### src/rtl/losa_pkg.sv
// ----------------------------------------------------------------------------
// losa_pkg
// Types and constants of the largest all-ones square finder.
// ----------------------------------------------------------------------------
package losa_pkg;

  localparam int MAX_WIDTH_DEF = 256;
  localparam int ROW_W         = 9;
  localparam int SIDE_W        = 9;
  localparam int AREA_W        = 17;

  typedef struct packed {
    logic cell_req;
    logic last_cell;
  } in_data_t;

  typedef struct packed {
    logic [AREA_W-1:0] max_area;
    logic [SIDE_W-1:0] max_side;
  } out_data_t;

endpackage

### src/rtl/losa_linebuf.sv
// ----------------------------------------------------------------------------
// losa_linebuf
// Previous-row line buffer: one write port, one registered read port, with
// bypass when the read and the write hit the same entry in one cycle.
// ----------------------------------------------------------------------------
module losa_linebuf #(
  parameter int DEPTH = 256,
  parameter int AW    = 8
) (
  input  logic                          clk,
  input  logic                          wr_en,
  input  logic [AW-1:0]                 wr_addr,
  input  logic [losa_pkg::SIDE_W-1:0]   wr_data,
  input  logic [AW-1:0]                 rd_addr,
  output logic [losa_pkg::SIDE_W-1:0]   rd_data
);
  import losa_pkg::*;

  logic [SIDE_W-1:0] mem [DEPTH];
  logic [SIDE_W-1:0] rd_data_r;

  always_ff @(posedge clk) begin
    if (wr_en) begin
      mem[wr_addr] <= wr_data;
    end
  end

  // forward the fresh write on a same-entry read
  always_ff @(posedge clk) begin
    if (wr_en && (wr_addr == rd_addr)) begin
      rd_data_r <= wr_data;
    end else begin
      rd_data_r <= mem[rd_addr];
    end
  end

  assign rd_data = rd_data_r;

endmodule

### src/rtl/largest_ones_square_area_core.sv
// ----------------------------------------------------------------------------
// largest_ones_square_area_core
// Largest all-ones square in a raster-order binary matrix, by a row-by-row
// dynamic program over a previous-row line buffer.
// ----------------------------------------------------------------------------
// Takes one cell per clock and reports side and area of the largest square of
// ones on the beat after the cell marked last_cell. Each cell's side is the
// minimum of its left, up and up-left sides plus one (zero for a zero cell);
// left and up-left live in registers, up comes from the line buffer, whose
// read for the next column is issued ahead, from the next-column index, so that the single
// registered read port keeps pace at one cell per cycle. The input stalls
// only when a last-cell beat arrives while the previous result is held
// stalled in the output register. cfg_wdata sets the row width (0 acts as 1,
// values above MAX_WIDTH saturate); write it only between matrices. The buffer
// needs no clearing after reset: the first row never reads it.
// ----------------------------------------------------------------------------
module largest_ones_square_area_core #(
  parameter int MAX_WIDTH = losa_pkg::MAX_WIDTH_DEF
) (
  input  logic                          clk,
  input  logic                          rst_n,
  input  logic                          in_valid,
  output logic                          in_stall,
  input  losa_pkg::in_data_t            in_data,
  output logic                          out_valid,
  input  logic                          out_stall,
  output losa_pkg::out_data_t           out_data,
  input  logic                          cfg_we,
  input  logic [losa_pkg::ROW_W-1:0]    cfg_wdata
);
  import losa_pkg::*;

  localparam int CW   = (MAX_WIDTH > 1) ? $clog2(MAX_WIDTH) : 1;
  localparam int CMPW = ((CW > ROW_W) ? CW : ROW_W) + 1;
  localparam int WLIM = (MAX_WIDTH < 511) ? MAX_WIDTH : 511;
  localparam logic [ROW_W-1:0] WLIM_V = WLIM[ROW_W-1:0];
  localparam logic [ROW_W-1:0] W_ONE  = ROW_W'(1);

  function automatic logic [ROW_W-1:0] clip_width(input logic [ROW_W-1:0] rw);
    logic [ROW_W-1:0] w;
    w = (rw == '0) ? W_ONE : rw;
    if (w > WLIM_V) begin
      w = WLIM_V;
    end
    return w;
  endfunction

  function automatic logic [SIDE_W-1:0] min3(input logic [SIDE_W-1:0] a,
                                             input logic [SIDE_W-1:0] b,
                                             input logic [SIDE_W-1:0] c);
    logic [SIDE_W-1:0] m;
    m = (a < b) ? a : b;
    return (m < c) ? m : c;
  endfunction

  logic [ROW_W-1:0]  row_width_r;
  logic [CW-1:0]     col_r, col_nxt;
  logic [SIDE_W-1:0] left_r, diag_r, best_r;
  logic              first_row_r;
  logic              out_valid_r;
  out_data_t         out_data_r;

  logic [ROW_W-1:0]  w_use, w_nxt;
  logic              accept;
  logic [SIDE_W-1:0] up_buf, up, diag, left, side, best_upd;
  logic              col0, last_col;
  logic [CMPW-1:0]   col_ext, col_inc, col_adv;
  logic [2*SIDE_W-1:0] area_full;

  assign in_stall = out_valid_r && out_stall && in_data.last_cell;
  assign accept   = in_valid && !in_stall;

  assign w_use = clip_width(row_width_r);
  assign w_nxt = clip_width(cfg_we ? cfg_wdata : row_width_r);

  assign col_ext  = CMPW'(col_r);
  assign col_inc  = col_ext + CMPW'(1);
  assign col0     = (col_r == '0);
  assign last_col = (col_inc >= CMPW'(w_use));

  assign up   = first_row_r ? '0 : up_buf;
  assign diag = (first_row_r || col0) ? '0 : diag_r;
  assign left = col0 ? '0 : left_r;
  assign side = in_data.cell_req ? (min3(left, up, diag) + SIDE_W'(1)) : '0;

  assign best_upd  = (side > best_r) ? side : best_r;
  assign area_full = best_upd * best_upd;

  // next column, folded back to zero if a narrower width is written meanwhile
  always_comb begin
    if (!accept) begin
      col_adv = col_ext;
    end else if (in_data.last_cell || last_col) begin
      col_adv = '0;
    end else begin
      col_adv = col_inc;
    end
    col_nxt = (col_adv >= CMPW'(w_nxt)) ? '0 : col_adv[CW-1:0];
  end

  losa_linebuf #(
    .DEPTH (MAX_WIDTH),
    .AW    (CW)
  ) u_linebuf (
    .clk     (clk),
    .wr_en   (accept),
    .wr_addr (col_r),
    .wr_data (side),
    .rd_addr (col_nxt),
    .rd_data (up_buf)
  );

  always_ff @(posedge clk) begin
    if (!rst_n) begin
      row_width_r <= WLIM_V;
    end else if (cfg_we) begin
      row_width_r <= cfg_wdata;
    end
  end

  always_ff @(posedge clk) begin
    if (!rst_n) begin
      col_r       <= '0;
      left_r      <= '0;
      diag_r      <= '0;
      best_r      <= '0;
      first_row_r <= 1'b1;
    end else begin
      col_r <= col_nxt;
      if (accept) begin
        if (in_data.last_cell) begin
          // end of matrix: back to a fresh stream
          left_r      <= '0;
          diag_r      <= '0;
          best_r      <= '0;
          first_row_r <= 1'b1;
        end else begin
          left_r <= side;
          diag_r <= up;
          best_r <= best_upd;
          if (last_col) begin
            first_row_r <= 1'b0;
          end
        end
      end
    end
  end

  always_ff @(posedge clk) begin
    if (!rst_n) begin
      out_valid_r <= 1'b0;
    end else if (accept && in_data.last_cell) begin
      out_valid_r <= 1'b1;
    end else if (!out_stall) begin
      out_valid_r <= 1'b0;
    end
  end

  always_ff @(posedge clk) begin
    if (accept && in_data.last_cell) begin
      out_data_r.max_area <= area_full[AREA_W-1:0];
      out_data_r.max_side <= best_upd;
    end
  end

  assign out_valid = out_valid_r;
  assign out_data  = out_data_r;

endmodule

### config.mk
export PLATFORM = sky130hd
export DESIGN_NAME = largest_ones_square_area_core
export DESIGN_NICKNAME = d
export VERILOG_FILES = /design/src/rtl/losa_pkg.sv /design/src/rtl/losa_linebuf.sv /design/src/rtl/largest_ones_square_area_core.sv
export SDC_FILE = /design/constraint.sdc
export NUM_CORES = 2
export LEC_CHECK = 0
export BUFFER_PORTS_ARGS = -buffer_cell sky130_fd_sc_hd__buf_2
export CAP_MARGIN = 20
export CORE_MARGIN = 5
export CORE_UTILIZATION = 35
export CTS_BUF_LIST = sky130_fd_sc_hd__clkbuf_4 sky130_fd_sc_hd__clkbuf_8
export DETAILED_ROUTE_END_ITERATION = 8
export PLACE_DENSITY = 0.48
export SLEW_MARGIN = 10
export SYNTH_ARGS = -nofsm -noshare
export SYNTH_HDL_FRONTEND = slang
export SYNTH_SLANG_ARGS = --single-unit
### constraint.sdc
create_clock -name clk -period 25 [get_ports clk]
set_clock_uncertainty 0.1 [all_clocks]
set_input_delay 3.75 -clock clk [delete_from_list [all_inputs] [get_ports clk]]
set_output_delay 3.75 -clock clk [all_outputs]
set_load 0.02 [all_outputs]
# Word-level counts from Yosys, hierarchy flattened
# Memories as Yosys holds them, arrays and structs flattened. A register that Yosys moved wholly into a read port is not among the register bits.
# Cells that the tools add are included.
[totals] word_cells=57 mem_bits_rw=2304 memories=1 reg_bits=72 inputBits=16
[op_classes] mux=24 n_mul=1 n_addsub=2 order_cmp=7 eq_ne=1 reduce_logical=12
[mem_list] memory="u_linebuf.mem" words=256 width=9 read_ports=1 rd_clocked_by_memory_dff=1 wr=1 line="losa_linebuf.sv:19" source="logic [SIDE_W-1:0] mem [DEPTH];"
[ops] op="2-to-1 mux 9 bit" n=17
[ops] op="greater-than comparator 9 bit (second input constant)" n=2
[ops] op="zero test 9 bit" n=2
[ops] op="< comparator 9 bit" n=2
[ops] op="multiplier 9 x 9 -> 17 bit" n=1
[ops] op=">= comparator 10 x 9 -> 1 bit" n=1
[ops] op="adder 8 x 1 -> 9 bit (second input constant)" n=1
[ops] op="adder 9 x 1 -> 9 bit (second input constant)" n=1
[ops] op=">= comparator 9 bit" n=1
[ops] op="greater-than comparator 9 bit" n=1
[ops] op="zero test 8 bit" n=1
[ops] op="2-to-1 mux 8 bit" n=1
[ops] op="2-to-1 mux 1 bit" n=6
[ops] op="logical AND 1 bit" n=4
[ops] op="logical OR 1 bit" n=2
[ops] op="!= test 2 x 1 -> 1 bit (second input constant)" n=1
[ops] op="AND reduction 2 bit" n=1
[ops] op="nonzero test 2 bit" n=1
[ops] op="zero test 1 bit" n=1

# Longest topological paths before layout
[depth] depth_word=11 depth_mapped=72 depth_no_buf=63

# By module
# From an unflattened synthesis, not the netlist that was laid out.
[hier_totals] hier_cells=5041 hier_area_um2=96014.6
[by_module_without_submodules] module="losa_linebuf" n_inst=1 seq_area_each_um2=69346.5 area_per_inst_um2=89258.1 cells_per_inst=4236
[by_module_without_submodules] module="largest_ones_square_area_core" n_inst=1 seq_area_each_um2=1641.6 area_per_inst_um2=6756.5 cells_per_inst=805

# Worst setup path after synthesis
# OpenSTA, ideal clock, no wires.
[synth_timing] kind="register to register" start="register with a tool-made name" end="register out_data_r, in the netlist out_data[25] (data pin)" setup_slack_ns=3.459 path_stages_with_launch=63 path_buffers=10 arrival_ns=21.175 required_time_ns=24.634 cell_sequence="dfxtp_1 > buf_6 > buf_6 > buf_6 > buf_6 > buf_6 > buf_6 > buf_2 > buf_2 > mux4_2 > mux4_2 > a22oi_1 > a21oi_1 > o311ai_0 > ha_1 > a31o_2 > a211o_1 > o21ai_1 > [27 not listed] > inv_1 > fa_1 > fa_1 > inv_1 > ha_1 > inv_1 > o21ai_0 > and2_1 > o21ai_0 > nand2b_1 > a21oi_1 > o21bai_1 > a21oi_1 > o21bai_1 > a21o_1 > a21oi_1 > xnor2_1 > xnor2_1"
[synth_rtl] element="to (decl)" line="largest_ones_square_area_core.sv:61" source="out_data_t out_data_r;"

==> results.cfg <==
[outcome]
status = complete, no violations

[yosys]
postSynthNetCount = 4830
synth.avg_cell_area_um2 = 20.4
synth_edf_count = 2328
ys_ff_latch = 2382
synth_area_um2 = 95900
synth_ff_type = edfxtp_1
seq_area_frac_synth = 0.740
syn_inst = 4704
yosys_warnings = 0
synth_cell_types = 88
async_flop_share = 0

[final_layout]
syn_to_final_growth_pct = 13.5
mostFrequentLayoutCells = edfxtp_1 (2328), mux4_2 (631), clkbuf_8 (420), nor2_1 (360), buf_4 (180)
fillers = 24400
final_common_cell = edfxtp_1
final_nets = 5240
final_area_um2 = 109000
drive_above_1_share = 0.288

[routing]
ant_nets = 0
finalWirelength_mm = 289
drtPass1Iterations = 5
drc = 0
via_per_inst = 5.49
routedWlPerCell_um = 32.1
vias = 49500
drtIter0Drc = 5152

[clock_tree]
htree_levels = 5
cts-resized-gates = 0
clk_latency_ns = 1.13
cts_root_buffer = clkbuf_8
cts_sinks = 2382
holdBufCountCts = 0
cts_tree = yes
clkTransAtPathRegs_ns = 0.07
cts_buffer_depth = 4
postCtsSetupBuffers = 0
cts_buffers = 415

[worst_setup_path]
cp_max_fo = 107
reg2reg_depth = 59
critPathRequiredTime_ns = 25.72
worstSetupPathType = reg -> reg
r2r_setup_slack_ns = 6.67
crit_arrival_ns = 19.05
rr_endpoint = out_data[25]$_DFFE_PP_
endpoint = out_data[25]$_DFFE_PP_
crit_slowest_cell = o211a_4
slowest_delay_ns = 0.89
startpoint_type = register
cp-end-kind = register

[sta]
fin_setup_tns_ns = 0
hold_viol = 0
hold_ws_ns = 0.359
rsz0062_at_grt = no
slew_headroom = 0.128
setup_violations = 0
layout_setup_ws_ns = 6.67
drv_slew = 0
tightest_slew_ns = 1.30
post-route-min-period_ns = 18.33
fmax_mhz = 54.6
fin_crit_sh = 0.733

[flow_run]
cap_violations = 0

[placement]
place.gp.congestion = 0.833
place_worst_setup_slack_ns = 6.90
dp_hpwl_mm = 177
port_buffers = 42
placed_area_um2 = 101000

[grt]
antenna_found_initial = 14
grtUsageTotal = 0.200
grt_pass1_wl_mm = 405
grt_max_degree = 195
grt-ovfl-total = 0
grt_pass1_vias = 50300

[power_and_ir_drop]
power_mw = 8.57
powerDensity_nw_per_um2 = 78.7
ir_worst_vdd_uv = 50.6
p_leak_nw = 34.8

[die]
core_um2 = 273000
num_rows = 192
die_area_um2 = 285000
fp.dieH_um = 534
pin_count = 44
die_w_um = 534
initial_core_util = 0.351

[worst_hold_path]
hp-class = reg -> reg
## synth_stat cells, types with 6 or more instances
library cell | instances | area share
edfxtp_1 | 2328 | 0.73
mux4_2 | 631 | 0.15
nor2_1 | 366 | 0.014
nand2_1 | 153 | 0.0060
clkbuf_1 | 108 | 0.0042
inv_1 | 106 | 0.0041
mux2i_1 | 100 | 0.010
a21oi_1 | 79 | 0.0041
a22oi_1 | 77 | 0.0060
ha_1 | 76 | 0.0099
buf_2 | 63 | 0.0033
dfxtp_1 | 54 | 0.011
buf_4 | 40 | 0.0031
nand3_1 | 37 | 0.0019
o21ai_0 | 35 | 0.0018
fa_1 | 34 | 0.0071
and2_1 | 30 | 0.0020
buf_6 | 24 | 0.0028
nor2b_1 | 24 | 0.0016
mux2_2 | 22 | 0.0026
xnor2_1 | 17 | 0.0016
a211oi_1 | 16 | 0.0013
nand4_1 | 15 | 0.00098
a21o_1 | 14 | 0.0011
nor3_1 | 14 | 0.00073
o211ai_1 | 13 | 0.0010
nand2b_1 | 12 | 0.00078
a31oi_1 | 11 | 0.00072
buf_1 | 11 | 0.00043
a22o_1 | 10 | 0.00091
o22ai_1 | 10 | 0.00065
a2bb2oi_1 | 9 | 0.00082
and3_1 | 9 | 0.00059
o32ai_1 | 9 | 0.00082
xor2_1 | 8 | 0.00073
inv_2 | 7 | 0.00027
or3_1 | 7 | 0.00046
o21ai_1 | 6 | 0.00031
o21bai_1 | 6 | 0.00047
o311ai_0 | 6 | 0.00055
## registers in the layout, summed over array words and instances (netlist names), named ones only
name / flops
best_r: 9
col_r: 8
diag_r: 9
first_row_r: 1
left_r: 9
out_data: 24
out_valid: 1
row_width_r: 9
u_linebuf.mem: 2304
## worst min-delay path by stage
| stage | start | endpoint | cells past startpoint | slack (ns) |
|---|---|---|---|---|
| global route | left_r[5]$_SDFFE_PN0P_ | left_r[5]$_SDFFE_PN0P_ | 2 | 0.39 |
| CTS | left_r[5]$_SDFFE_PN0P_ | left_r[5]$_SDFFE_PN0P_ | 2 | 0.36 |
| detailed placement | left_r[5]$_SDFFE_PN0P_ | left_r[5]$_SDFFE_PN0P_ | 2 | 0.35 |
| finish | left_r[5]$_SDFFE_PN0P_ | left_r[5]$_SDFFE_PN0P_ | 2 | 0.36 |
| global placement | left_r[5]$_SDFFE_PN0P_ | left_r[5]$_SDFFE_PN0P_ | 2 | 0.34 |
| floorplan | left_r[5]$_SDFFE_PN0P_ | left_r[5]$_SDFFE_PN0P_ | 2 | 0.33 |
## critical path: cells and delay by family, from the launching register on
kind / cells / cell delay [ns]
mux: 4 / 1.68
simple gates: 10 / 1.92
flops: 1 / 0.86
buf+inv: 8 / 1.79
xor+xnor: 2 / 0.28
fa+ha+maj: 9 / 3.60
compound gates: 26 / 7.49
## cell families after synthesis
logic type | count (synthesis) | synth area share
flops | 2382 | 0.740
compound gates | 357 | 0.0260
other cells | 1 | 0.0000391
xor+xnor | 25 | 0.00228
simple gates | 697 | 0.0319
fa+ha+maj | 110 | 0.0170
buf+inv | 369 | 0.0195
mux | 763 | 0.163
## cell type report
cell class | count | area, um^2 | share of cell area
Clock buffer | 534 | 6640 | 0.0610
Tap cell | 3589 | 4490 | 0.0412
Sequential cell | 2382 | 71000 | 0.652
Inverter | 116 | 453 | 0.00416
Clock inverter | 190 | 1130 | 0.0104
Antenna cell | 9 | 22.5 | 0.000207
Multi-Input combinational cell | 1953 | 23200 | 0.213
Timing Repair Buffer | 246 | 1940 | 0.0178
## metrics by stage
stage | utilization | cells
global route | 0.399 | 9014
detailed placement | 0.369 | 8261
finish | 0.399 | 9019
floorplan | - | 4704
CTS | 0.398 | 8985
global placement | 0.368 | 8238
## power by group
part,internal [mW],switching (mW)
Clock,1.85,1.59
Combinational,0.210,0.431
Sequential,4.49,0.00909
## metal layers
metal | vias to the layer above | track usage | wire, um
li1 | 20200 | - | -
met1 | 26900 | 0.274 | 123000
met2 | 1815 | 0.317 | 137000
met3 | 535 | 0.0420 | 18500
met4 | 6 | 0.0694 | 10300
met5 | - | 0.00183 | 98
(Power assumes the default switching activity.)
